--- src/hdl/ole_pkg.sv ---
// ----------------------------------------------------------------------------
// ole_pkg
// shared types and codes of the ordered list engine
// ----------------------------------------------------------------------------
package ole_pkg;

    localparam logic [2:0] OP_ADD_FIRST  = 3'd0;
    localparam logic [2:0] OP_ADD_LAST   = 3'd1;
    localparam logic [2:0] OP_INSERT     = 3'd2;
    localparam logic [2:0] OP_REMOVE_POS = 3'd3;
    localparam logic [2:0] OP_REMOVE_VAL = 3'd4;

    localparam logic [1:0] ST_OK       = 2'd0;
    localparam logic [1:0] ST_BAD_POS  = 2'd1;
    localparam logic [1:0] ST_FULL     = 2'd2;

    typedef struct packed {
        logic [2:0]  operation;
        logic [31:0] data_value;
        logic [6:0]  position;
    } t_cmd;

    typedef struct packed {
        logic [1:0]  status;
        logic [6:0]  list_size;
        logic        not_empty;
        logic [31:0] first_value;
        logic [31:0] last_value;
        logic [6:0]  removed_count;
    } t_rsp;

endpackage

--- src/hdl/ole_if.sv ---
// ----------------------------------------------------------------------------
// ole_cmd_if / ole_rsp_if
// valid/ready channels for command and response beats
// ----------------------------------------------------------------------------
interface ole_cmd_if;
    logic          valid;
    logic          ready;
    ole_pkg::t_cmd data;
    modport source (output valid, output data, input ready);
    modport sink   (input valid, input data, output ready);
endinterface

interface ole_rsp_if;
    logic          valid;
    logic          ready;
    ole_pkg::t_rsp data;
    modport source (output valid, output data, input ready);
    modport sink   (input valid, input data, output ready);
endinterface

--- src/hdl/ordered_list_engine.sv ---
// ----------------------------------------------------------------------------
// ordered_list_engine
// linked list of values with a free stack, kept in on-chip memories
// ----------------------------------------------------------------------------
// One command beat in, one response beat out, one command at a time. Values
// and links live in synchronous memories with registered read ports. The
// free slots live in a stack memory that needs no clearing pass: a low-water
// mark of the stack pointer tells which stack entries were ever written, and
// an entry below the mark still reads as its own index. A full store, a bad
// position, an empty remove or an unused code go from decode straight to
// reading the ends for the response; add first, add last, insert at either
// end and remove at position 0 fetch and apply without a walk; insert at a
// middle position and remove at a position above 0 first walk from the head,
// and remove value visits every entry. Each hop of a walk passes through
// S_WALK and S_WALK_W because the next link address comes out of the
// registered read port of the link memory. The worst case is remove value
// over a full store. The response waits in its own register for the sink;
// the next command is taken only once that register is empty, so even with
// a ready sink the next command beat is accepted only after the response
// beat has been taken.
// ----------------------------------------------------------------------------
module ordered_list_engine #(
    parameter int DEPTH      = 64,
    parameter int DATA_WIDTH = 32
) (
    input  logic    i_clk,
    input  logic    i_rst_n,
    ole_cmd_if.sink   i_cmd,
    ole_rsp_if.source o_rsp
);
    localparam int AW = (DEPTH > 1) ? $clog2(DEPTH) : 1;
    localparam int CW = $clog2(DEPTH + 1);
    localparam logic [CW-1:0] FULL_CNT = CW'(DEPTH);

    // states
    localparam logic [3:0] S_IDLE     = 4'd0;
    localparam logic [3:0] S_DECODE   = 4'd1;
    localparam logic [3:0] S_WALK     = 4'd2;  // hop count check, link read
    localparam logic [3:0] S_WALK_W   = 4'd3;  // link data back, step on
    localparam logic [3:0] S_FETCH    = 4'd4;  // read link of cur and free top
    localparam logic [3:0] S_APPLY    = 4'd5;  // main update
    localparam logic [3:0] S_VICTIM   = 4'd6;  // read link of removed slot
    localparam logic [3:0] S_UNLINK   = 4'd7;  // prev.link = victim.link
    localparam logic [3:0] S_INS_LINK = 4'd8;  // prev.link = new slot
    localparam logic [3:0] S_SCAN     = 4'd9;  // value removal: read cur
    localparam logic [3:0] S_SCAN_W   = 4'd10; // value removal: visit cur
    localparam logic [3:0] S_ENDS     = 4'd11; // read head and tail values
    localparam logic [3:0] S_RESP     = 4'd12;

    // memories
    logic [DATA_WIDTH-1:0] m_val  [DEPTH];
    logic [AW-1:0]         m_link [DEPTH];
    logic [AW-1:0]         m_free [DEPTH];

    logic [3:0]    r_state;
    ole_pkg::t_cmd r_cmd;
    logic [CW-1:0] r_free_cnt, r_count, r_low;
    logic [AW-1:0] r_head, r_tail, r_prev, r_cur, r_slot;
    logic          r_have_prev;
    logic [CW-1:0] r_step, r_left;
    logic [CW-1:0] r_removed;
    logic [1:0]    r_status;
    logic          r_out_valid;
    ole_pkg::t_rsp r_out;

    // memory ports
    logic                  val_we, link_we, free_we;
    logic [AW-1:0]         val_wa, link_wa, free_wa;
    logic [DATA_WIDTH-1:0] val_wd;
    logic [AW-1:0]         link_wd, free_wd;
    logic [AW-1:0]         val_ra, val_ra2, link_ra, free_ra;
    logic [DATA_WIDTH-1:0] val_rd, val_rd2;
    logic [AW-1:0]         link_rd, free_rd;

    always_ff @(posedge i_clk) begin
        if (val_we) m_val[val_wa] <= val_wd;
        val_rd  <= m_val[val_ra];
        val_rd2 <= m_val[val_ra2];
    end
    always_ff @(posedge i_clk) begin
        if (link_we) m_link[link_wa] <= link_wd;
        link_rd <= m_link[link_ra];
    end
    always_ff @(posedge i_clk) begin
        if (free_we) m_free[free_wa] <= free_wd;
        free_rd <= m_free[free_ra];
    end

    // stack top; entries below the low-water mark were never written
    logic [CW-1:0] free_pop_cnt;
    logic [AW-1:0] free_top;
    assign free_pop_cnt = r_free_cnt - CW'(1);
    assign free_top     = (free_pop_cnt >= r_low) ? free_rd : free_pop_cnt[AW-1:0];

    wire [DATA_WIDTH-1:0] cmd_val = DATA_WIDTH'(r_cmd.data_value);
    wire [CW-1:0] cmd_pos = CW'(r_cmd.position);
    wire pos_ok = ({25'd0, r_cmd.position} <= 32'(DEPTH));
    wire scan_hit = (val_rd == cmd_val);

    assign i_cmd.ready = (r_state == S_IDLE) && !r_out_valid;
    assign o_rsp.valid = r_out_valid;
    assign o_rsp.data  = r_out;

    // read addresses follow the registers of the walk
    assign link_ra = r_cur;
    assign val_ra  = (r_state == S_ENDS) ? r_head : r_cur;
    assign val_ra2 = r_tail;
    assign free_ra = free_pop_cnt[AW-1:0];

    // write controls
    always_comb begin
        val_we  = 1'b0;
        val_wa  = free_top;
        val_wd  = cmd_val;
        link_we = 1'b0;
        link_wa = free_top;
        link_wd = r_head;
        free_we = 1'b0;
        free_wa = r_free_cnt[AW-1:0];
        free_wd = r_cur;
        case (r_state)
            S_APPLY: begin
                case (r_cmd.operation)
                    ole_pkg::OP_ADD_FIRST: begin
                        val_we  = 1'b1;
                        link_we = 1'b1;
                        link_wd = (r_count == '0) ? '0 : r_head;
                    end
                    ole_pkg::OP_ADD_LAST: begin
                        val_we  = 1'b1;
                        link_we = (r_count != '0);
                        link_wa = r_tail;
                        link_wd = free_top;
                    end
                    ole_pkg::OP_INSERT: begin
                        // new slot takes over the next link of prev
                        val_we  = 1'b1;
                        link_we = 1'b1;
                        link_wd = link_rd;
                    end
                    ole_pkg::OP_REMOVE_POS: begin
                        free_we = 1'b1;
                        free_wd = (cmd_pos == '0) ? r_cur : link_rd;
                    end
                    default: ;
                endcase
            end
            S_INS_LINK: begin
                link_we = 1'b1;
                link_wa = r_cur;
                link_wd = r_slot;
            end
            S_UNLINK: begin
                link_we = 1'b1;
                link_wa = r_prev;
                link_wd = link_rd;
            end
            S_SCAN_W: begin
                if (scan_hit) begin
                    free_we = 1'b1;
                    link_we = r_have_prev;
                    link_wa = r_prev;
                    link_wd = link_rd;
                end
            end
            default: ;
        endcase
    end

    // sequencer
    always_ff @(posedge i_clk) begin
        if (!i_rst_n) begin
            r_state     <= S_IDLE;
            r_free_cnt  <= FULL_CNT;
            r_low       <= FULL_CNT;
            r_count     <= '0;
            r_head      <= '0;
            r_tail      <= '0;
            r_out_valid <= 1'b0;
        end else begin
            if (r_state == S_RESP) r_out_valid <= 1'b1;
            else if (r_out_valid && o_rsp.ready) r_out_valid <= 1'b0;
            case (r_state)
                S_IDLE: begin
                    if (i_cmd.valid && i_cmd.ready) begin
                        r_cmd     <= i_cmd.data;
                        r_removed <= '0;
                        r_status  <= ole_pkg::ST_OK;
                        r_state   <= S_DECODE;
                    end
                end
                S_DECODE: begin
                    r_cur       <= r_head;
                    r_step      <= '0;
                    r_have_prev <= 1'b0;
                    r_left      <= r_count;
                    r_state     <= S_ENDS;
                    case (r_cmd.operation)
                        ole_pkg::OP_ADD_FIRST, ole_pkg::OP_ADD_LAST: begin
                            if (r_free_cnt == '0) r_status <= ole_pkg::ST_FULL;
                            else r_state <= S_FETCH;
                        end
                        ole_pkg::OP_INSERT: begin
                            if (!pos_ok || cmd_pos > r_count)
                                r_status <= ole_pkg::ST_BAD_POS;
                            else if (r_free_cnt == '0)
                                r_status <= ole_pkg::ST_FULL;
                            else if (cmd_pos == '0) begin
                                r_cmd.operation <= ole_pkg::OP_ADD_FIRST;
                                r_state <= S_FETCH;
                            end else if (cmd_pos == r_count) begin
                                r_cmd.operation <= ole_pkg::OP_ADD_LAST;
                                r_state <= S_FETCH;
                            end else
                                r_state <= S_WALK;
                        end
                        ole_pkg::OP_REMOVE_POS: begin
                            if (r_count == '0) ;  // empty list: nothing to do
                            else if (!pos_ok || cmd_pos >= r_count)
                                r_status <= ole_pkg::ST_BAD_POS;
                            else if (cmd_pos == '0) r_state <= S_FETCH;
                            else r_state <= S_WALK;
                        end
                        ole_pkg::OP_REMOVE_VAL: begin
                            if (r_count != '0) r_state <= S_SCAN;
                        end
                        default: ;
                    endcase
                end
                // walk to prev, position-1 hops from head
                S_WALK: begin
                    if (r_step == cmd_pos - CW'(1)) r_state <= S_FETCH;
                    else r_state <= S_WALK_W;
                end
                S_WALK_W: begin
                    r_cur   <= link_rd;
                    r_step  <= r_step + CW'(1);
                    r_state <= S_WALK;
                end
                S_FETCH: r_state <= S_APPLY;
                S_APPLY: begin
                    r_state <= S_ENDS;
                    case (r_cmd.operation)
                        ole_pkg::OP_ADD_FIRST: begin
                            r_head <= free_top;
                            if (r_count == '0) r_tail <= free_top;
                            if (free_pop_cnt < r_low) r_low <= free_pop_cnt;
                            r_free_cnt <= free_pop_cnt;
                            r_count    <= r_count + CW'(1);
                        end
                        ole_pkg::OP_ADD_LAST: begin
                            r_tail <= free_top;
                            if (r_count == '0) r_head <= free_top;
                            if (free_pop_cnt < r_low) r_low <= free_pop_cnt;
                            r_free_cnt <= free_pop_cnt;
                            r_count    <= r_count + CW'(1);
                        end
                        ole_pkg::OP_INSERT: begin
                            r_slot <= free_top;
                            if (free_pop_cnt < r_low) r_low <= free_pop_cnt;
                            r_free_cnt <= free_pop_cnt;
                            r_count    <= r_count + CW'(1);
                            r_state    <= S_INS_LINK;
                        end
                        ole_pkg::OP_REMOVE_POS: begin
                            r_removed  <= CW'(1);
                            r_count    <= r_count - CW'(1);
                            r_free_cnt <= r_free_cnt + CW'(1);
                            if (cmd_pos == '0) begin
                                // head leaves; an emptied list parks at slot 0
                                r_head <= (r_count == CW'(1)) ? '0 : link_rd;
                                if (r_count == CW'(1)) r_tail <= '0;
                            end else if (link_rd == r_tail) begin
                                r_tail <= r_cur;
                            end else begin
                                // victim in the middle: fetch its link
                                r_prev  <= r_cur;
                                r_cur   <= link_rd;
                                r_state <= S_VICTIM;
                            end
                        end
                        default: ;
                    endcase
                end
                S_VICTIM:   r_state <= S_UNLINK;
                S_UNLINK:   r_state <= S_ENDS;
                S_INS_LINK: r_state <= S_ENDS;
                // value scan: read value and link of cur, then visit
                S_SCAN: r_state <= S_SCAN_W;
                S_SCAN_W: begin
                    r_left <= r_left - CW'(1);
                    r_cur  <= link_rd;
                    if (scan_hit) begin
                        if (r_count == CW'(1)) r_head <= '0;
                        else if (!r_have_prev) r_head <= link_rd;
                        if (r_count == CW'(1)) r_tail <= '0;
                        else if (r_left == CW'(1)) r_tail <= r_have_prev ? r_prev : '0;
                        r_free_cnt <= r_free_cnt + CW'(1);
                        r_count    <= r_count - CW'(1);
                        r_removed  <= r_removed + CW'(1);
                    end else begin
                        r_prev      <= r_cur;
                        r_have_prev <= 1'b1;
                    end
                    r_state <= (r_left == CW'(1)) ? S_ENDS : S_SCAN;
                end
                S_ENDS: r_state <= S_RESP;
                S_RESP: begin
                    r_out.status        <= r_status;
                    r_out.list_size     <= 7'(r_count);
                    r_out.not_empty     <= (r_count != '0);
                    r_out.first_value   <= (r_count != '0) ? 32'(val_rd) : '0;
                    r_out.last_value    <= (r_count != '0) ? 32'(val_rd2) : '0;
                    r_out.removed_count <= 7'(r_removed);
                    r_state <= S_IDLE;
                end
                default: r_state <= S_IDLE;
            endcase
        end
    end

`ifndef SYNTH
    a_count_bound: assert property (@(posedge i_clk) disable iff (!i_rst_n)
        (r_count + r_free_cnt) == FULL_CNT)
        else $error("count and free count disagree");
    a_rsp_hold: assert property (@(posedge i_clk) disable iff (!i_rst_n)
        r_out_valid && !o_rsp.ready |=> r_out_valid && $stable(r_out))
        else $error("response changed while stalled");
    a_no_accept_busy: assert property (@(posedge i_clk) disable iff (!i_rst_n)
        i_cmd.ready |-> r_state == S_IDLE)
        else $error("command taken while busy");
`endif

endmodule

--- src/flat_wrapper.sv ---
// flat-port wrapper written by rule: the top's interface ports become plain ports
module ordered_list_engine_flat 
#(
    parameter int DEPTH      = 64,
    parameter int DATA_WIDTH = 32
)
  (i_clk, i_rst_n, i_cmd_valid, i_cmd_data, i_cmd_ready, o_rsp_valid, o_rsp_data, o_rsp_ready);
  ole_cmd_if i_cmd_i ();
  ole_rsp_if o_rsp_i ();
  input  logic i_clk;
  input  logic i_rst_n;
  input wire logic [$bits(i_cmd_i.valid)-1:0] i_cmd_valid;
  input wire logic [$bits(i_cmd_i.data)-1:0] i_cmd_data;
  output wire logic [$bits(i_cmd_i.ready)-1:0] i_cmd_ready;
  output wire logic [$bits(o_rsp_i.valid)-1:0] o_rsp_valid;
  output wire logic [$bits(o_rsp_i.data)-1:0] o_rsp_data;
  input wire logic [$bits(o_rsp_i.ready)-1:0] o_rsp_ready;
  assign i_cmd_i.valid = i_cmd_valid;
  assign i_cmd_i.data = i_cmd_data;
  assign i_cmd_ready = i_cmd_i.ready;
  assign o_rsp_valid = o_rsp_i.valid;
  assign o_rsp_data = o_rsp_i.data;
  assign o_rsp_i.ready = o_rsp_ready;
  ordered_list_engine #(.DEPTH(DEPTH), .DATA_WIDTH(DATA_WIDTH)) u_core (.i_clk(i_clk), .i_rst_n(i_rst_n), .i_cmd(i_cmd_i), .o_rsp(o_rsp_i));
endmodule
--- config.mk ---
export PLATFORM = sky130hd
export DESIGN_NAME = ordered_list_engine_flat
export DESIGN_NICKNAME = d
export VERILOG_FILES = /design/src/hdl/ole_pkg.sv /design/src/hdl/ole_if.sv /design/src/hdl/ordered_list_engine.sv /design/src/flat_wrapper.sv
export SDC_FILE = /design/constraint.sdc
export NUM_CORES = 2
export LEC_CHECK = 0
export ABC_AREA = 0
export BUFFER_PORTS_ARGS = -buffer_cell sky130_fd_sc_hd__buf_2
export CAP_MARGIN = 5
export CORE_MARGIN = 3
export CORE_UTILIZATION = 30
export DETAILED_ROUTE_END_ITERATION = 8
export PLACE_DENSITY = 0.45
export SETUP_SLACK_MARGIN = 0.15
export SYNTH_ARGS = -nofsm -noshare
export SYNTH_HDL_FRONTEND = slang
export SYNTH_SLANG_ARGS = --single-unit
--- constraint.sdc ---
create_clock -name i_clk -period 14.4 [get_ports i_clk]
set_input_delay 0 -clock i_clk [delete_from_list [all_inputs] [get_ports i_clk]]
set_output_delay 0 -clock i_clk [all_outputs]
set_load 0.02 [all_outputs]
======== Word level (Yosys, flattened, before mapping) ========
Memories as Yosys holds them, arrays and structs flattened. A register that Yosys moved wholly into a read port is not among the register bits.
Index checks and enable logic that the tools add are counted.
cells by class
  add/sub/neg operators ................... 8
  reduce and logical (&&, ||, !) cells .... 40
  multiplexer cells ....................... 99
  $lt $le $gt $ge ......................... 5
  equal/unequal tests ..................... 44
operator list
  kind                 number
  $mux 6               29
  $pmux 7 s2           6
  $pmux 6 s3           4
  $pmux 6 s4           2
  $pmux 4 s11          1
  $mux 42              1
  $mux 4               9
  $pmux 6 s2           3
  $mux 7               5
  $eq 32x32->1         1
  $add 7x1->7 const B  4
  $sub 7x1->7 const B  4
  $mux 3               8
  $logic_not 7->1      3
  $pmux 7 s3           1
  $eq 4x4->1 const B   5
  $reduce_and 6->1     3
  $eq 4x3->1 const B   4
  $pmux 4 s4           1
  $ne 3x2->1 const B   5
  $reduce_and 3->1     5
  $eq 7x1->1 const B   2
  $eq 7x7->1           2
  $ge 7x7->1           2
  37 further kinds     86
word-level totals
  input bits .............................. 46
  memories kept ........................... 3
  word-level logic and storage cells ...... 223
  output and inout port bits .............. 83
  bits in writable memories ............... 2,816
  register bits after elaboration ......... 203
memories
  name           words  width  read ports  clocked after Yosys merged registers in  write ports  RTL line                   text
  u_core.m_val   64     32     2           2                                        1            ordered_list_engine.sv:51  logic [DATA_WIDTH-1:0] m_val [DEPTH];
  u_core.m_free  64     6      1           1                                        1            ordered_list_engine.sv:53  logic [AW-1:0] m_free [DEPTH];
  u_core.m_link  64     6      1           1                                        1            ordered_list_engine.sv:52  logic [AW-1:0] m_link [DEPTH];

======== Depth between registers and ports, before layout ========
  word-level depth ........................ 7
  depth in mapped cells ................... 19
  mapped depth without buffers ............ 17

======== Worst setup path after synthesis ========
No wires, ideal clock.
  path kind ............................... register -> register
  from .................................... register u_core.r_state[1]
  to ...................................... register u_core.r_out, in the netlist u_core.o_rsp.data[0], enable pin
  period minus slack after synthesis ...... 6,988 ps
  arrival ................................. 6,366 ps
  path buffers ............................ 2
  slack ................................... 7,412 ps
  required time ........................... 13,778 ps
  cell stages (with the launch flop) ...... 5
  path through ............................ dfxtp_1 -> clkbuf_1 -> clkbuf_1 -> nand3b_1 -> nor3_1
on the way
  longest elaborated chain between the ends .. 2
ends and longest elaborated chain
  what                               RTL line                    text
  start: declaration                 ordered_list_engine.sv:55   logic [3:0] r_state;
  start signal: assignment           ordered_list_engine.sv:305  r_state <= (r_left == CW'(1)) ? S_ENDS : S_SCAN;
  $eq 4x4->1                         ordered_list_engine.sv:183  case (r_state)
  $reduce_and 2->1 (no source line)  --
  end: declaration                   ordered_list_engine.sv:64   ole_pkg::t_rsp r_out;
No other way between the ends.
A chain may end at the register's enable or synchronous reset.

======== Worst setup path after layout ========
  from .................................... register u_core.r_free_cnt[0]
  to ...................................... memory u_core.m_val[9][11], enable pin
on the way
  longest elaborated chain between the ends .. 3
ends and longest elaborated chain
  what                        RTL line                    text
  start: declaration          ordered_list_engine.sv:57   logic [CW-1:0] r_free_cnt, r_count, r_low;
  start signal: assignment    ordered_list_engine.sv:248  r_free_cnt <= free_pop_cnt;
  start signal: assignment    ordered_list_engine.sv:255  r_free_cnt <= free_pop_cnt;
  start signal: assignment    ordered_list_engine.sv:261  r_free_cnt <= free_pop_cnt;
  $sub 7x1->7                 ordered_list_engine.sv:92   assign free_pop_cnt = r_free_cnt - CW'(1);
  via u_core.free_pop_cnt[0]  ordered_list_engine.sv:90   logic [CW-1:0] free_pop_cnt;
  $ge 7x7->1                  ordered_list_engine.sv:93   assign free_top = (free_pop_cnt >= r_low) ? free_rd : free_pop_cnt[AW-1:0];
  $mux 6                      ordered_list_engine.sv:93
  via u_core.free_top[4]      ordered_list_engine.sv:91   logic [AW-1:0] free_top;
  end: declaration            ordered_list_engine.sv:51
The timed path passes the listed nets, and every way through them passes these cells.

==> results.ini <==
[timing]
setup_tns_ns = 0
max_slew_margin_pct = 8.24
fin_skew_ns = 0.0530
max_freq_mhz = 145
finalHoldViolations = 0
finalWorstSetupSlack_ns = 7.51
drv_slew = 0
rsz0062_at_grt = false
max_slew.worst_pin.slew_ns = 1.36
fin_crit_sh_pct = 47.8
fin_crit_ns = 6.89
setup_violations = 0

[placed_design]
place_ws_ns = 7.55
io_buffers = 128
dp_hpwl_mm = 318
gp_congestion = 0.873

[routing]
routed_wl_mm = 524
drtPass1Iterations = 7
wl_per_cell_um = 35.5
via_per_inst = 5.71
drt-initial-drc-count = 11200
ant_nets = 0
drc = 0
vias = 84300

[power]
power_density_mw_per_mm2 = 142
vdd.ir_drop.worst_mv = 0.0889
static-leakage-power_nw = 49.0

[synth]
ys_ff_latch = 3095
synth_edf_count = 2981
synth_top_family_by_area = multiplexers
syn_area_mm2 = 0.137
yosysSeqAreaShare_pct = 66.9
synth_area_leaders = edfxtp_1 (65%), mux4_2 (17%), nand2_1 (3.0%), mux2i_1 (2.3%), nand3_1 (1.7%)
async_reset_ff_share_pct = 0
yosysWarningCount = 0
synth_compound_gate_area_share_pct = 3.73
syn_inst = 8185
synth_fa_ha_area_share_pct = 0.228
muxShareOfSynthArea_pct = 19.5
synthTopCellsByCount = edfxtp_1 (2981), nand2_1 (1107), mux4_2 (1032), nand3_1 (475), mux2i_1 (320)
yosysTopAreaCell = edfxtp_1
synth_xor_area_share_pct = 0.446
ys_types = 83
ys.flop_type = edfxtp_1
yosys.area.top_type_share_pct = 65.3
syn_avg_cell_area_um2 = 16.8
yosys.area_share.simple_pct = 7.17
syn_nets = 8256
synth_most_common_cell = edfxtp_1

[worst_setup_path]
path_class = reg2reg
startpoint = u_core.r_free_cnt[0]
cp_slowest_cell = dfxtp_4
cp.arrival_ns = 7.51
worstPathCellList = inv_1 > ha_4 > nand2b_1 > nor2_1 > xnor2_2 > inv_1 > ha_1 > a21oi_1 > o21ai_0 > a21oi_2 > o21ai_2 > inv_2 > nor2_1 > nand2_1 > nor2_4 > buf_4
r2r-start = u_core.r_free_cnt[0]
cp.required_ns = 15.03
cpPeakStageDelay_ns = 1.03
path_max_fanout = 52
cp-end-kind = flip-flop
start_kind = flip-flop

[clock_network]
cts_setup_buffers = 0
clock-root-buffer = clkbuf_16
post_cts_resized = 0
path_clk_slew_ns = 0.06
cts_buffer_depth = 4
cts_buffers = 347
cts_tree = built
clk_latency_ns = 0.99
h-tree-depth = 5
cts_sinks = 3095

[grt]
grt-ovfl-total = 0
first_global_vias = 83700
grt_pass1_wl_mm = 715
antenna_found_initial = 51
grtUsageTotal_pct = 22.0
grt_max_degree = 125

[die]
die_w_um = 682
die_y_um = 682
io_pins = 129
initial_core_util_pct = 30.2
core_mm2 = 0.454
die_area_mm2 = 0.465
rows = 247

[cells_and_area]
nNetsFinal = 8518
regArea_mm2 = 0.0918
layout-drive-gt1-share_pct = 24.1
fillers = 42500
multi_input_comb_area_mm2 = 0.0436
areaGrowthSynthToFinish_pct = 15.3

[worst_hold_path]
hold_start = i_rst_n
hold_path.class = in2reg

[job]
cap_violations = 0

[status]
status = finished, final reports clean

-- where the power goes --
group	leakage (nW)	internal, mW	switching [mW]
clock network	5.48	5.12	3.75
logic	15.8	0.876	2.28
registers	27.8	10.2	0.208
-- what timing repair did --
item                                    in CTS  in global routing
hold buffers                                92                  0
endpoints found under the setup margin       0                  0
endpoints found under the hold margin      140                  0
-- per-layer routing --
metal | global-route usage, % | routed length, um | vias up
li1 | - | - | 33700
met1 | 29.6 | 213000 | 45400
met2 | 35.2 | 245000 | 4330
met3 | 3.55 | 39700 | 831
met4 | 9.74 | 25900 | 14
met5 | 0 | 97 | -
-- stage by stage --
| step | hold slack (ns) | instances | total power [mW] | util [%] | cell area [um2] |
|---|---|---|---|---|---|
| after floorplan | 0.0989 | 8185 | 12.2 | - | 137000 |
| after detailed placement | 0.180 | 14000 | 13.7 | 32.1 | 146000 |
| after global routing | 0.179 | 14800 | 23.1 | 34.8 | 158000 |
| after CTS | 0.0826 | 14700 | 22.6 | 34.8 | 158000 |
| after global placement | 0.180 | 14000 | 13.7 | 32.1 | 146000 |
| final | 0.185 | 14800 | 22.4 | 34.8 | 158000 |
-- cell families after synthesis --
logic type                 count (synthesis)
DFF                                     3095
buffers and inverters                    625
muxes                                   1383
and+or+nand+nor                         2220
AOI/OAI and AO/OA                        768
xor gates and xnor gates                  69
adders and majority gates                 25
-- layout make-up --
class                   count  share of cell area, %
repair buffers            494                   2.41
clock inverters           169                  0.958
diodes                     55                 0.0870
well taps                5976                   4.73
flip-flops and latches   3095                   58.1
clock buffers             469                   6.11
inverters                  44                  0.104
multi-input cells        4465                   27.5
-- worst paths after layout --
| path | end | slack (ns) | cells after the start |
|---|---|---|---|
| worst max-delay path | u_core.m_val[9][11] | 7.51 | 16 |
| worst min-delay path | u_core.r_free_cnt[6] | 0.18 | 4 |
| worst max register to register | u_core.m_val[9][11] | 7.51 | 16 |
| worst min register to register | u_core.o_rsp.data[6] | 0.50 | 0 |
-- sequential cells by signal (all words and copies together) (netlist names), 7 cells and up --
register and count:
u_core.m_link 384, u_core.r_count 7, u_core.m_val 2048, u_core.m_free 384, u_core.r_left 7, u_core.val_rd2 32, u_core.o_rsp.data 81, u_core.r_step 7
u_core.cmd_val 32, u_core.r_low 7, u_core.val_rd 32, u_core.r_removed 7, u_core.r_free_cnt 7, u_core.cmd_pos 7
-- cell usage in the layout (no fill, tap or decap), types with 18 or more instances in the layout --
master,n
a311oi_1,22
nor2_1,208
edfxtp_1,2981
xnor2_1,22
nor3_1,51
or4_1,20
clkinv_1,49
clkbuf_16,359
and3_1,29
a31oi_1,69
o221ai_1,79
a211o_1,26
inv_1,40
mux2_2,18
nor2_4,72
dfxtp_1,107
o21ai_0,121
nand2b_1,19
ha_1,24
o22ai_1,65
bufinv_16,23
a21oi_1,189
o31ai_1,18
clkbuf_1,84
clkinv_2,66
a32oi_1,43
mux4_2,1032
mux2i_1,319
buf_4,259
nand2_1,1103
clkbuf_8,26
nand3_1,475
xor2_1,45
nand4_1,87
dlygate4sd3_1,92
diode_2,55
nor2b_1,74
a211oi_1,18
buf_2,128
-- critical path, delay by kind of cell (launching register included) --
family                     cells  cell delay, ns
AOI/OAI and AO/OA              4            1.34
buffers and inverters          4            1.37
adders and majority gates      2            0.65
xor gates and xnor gates       1            0.47
DFF                            1            1.03
and+or+nand+nor                5            1.61
No activity file was read; power rests on OpenSTA's default activity.
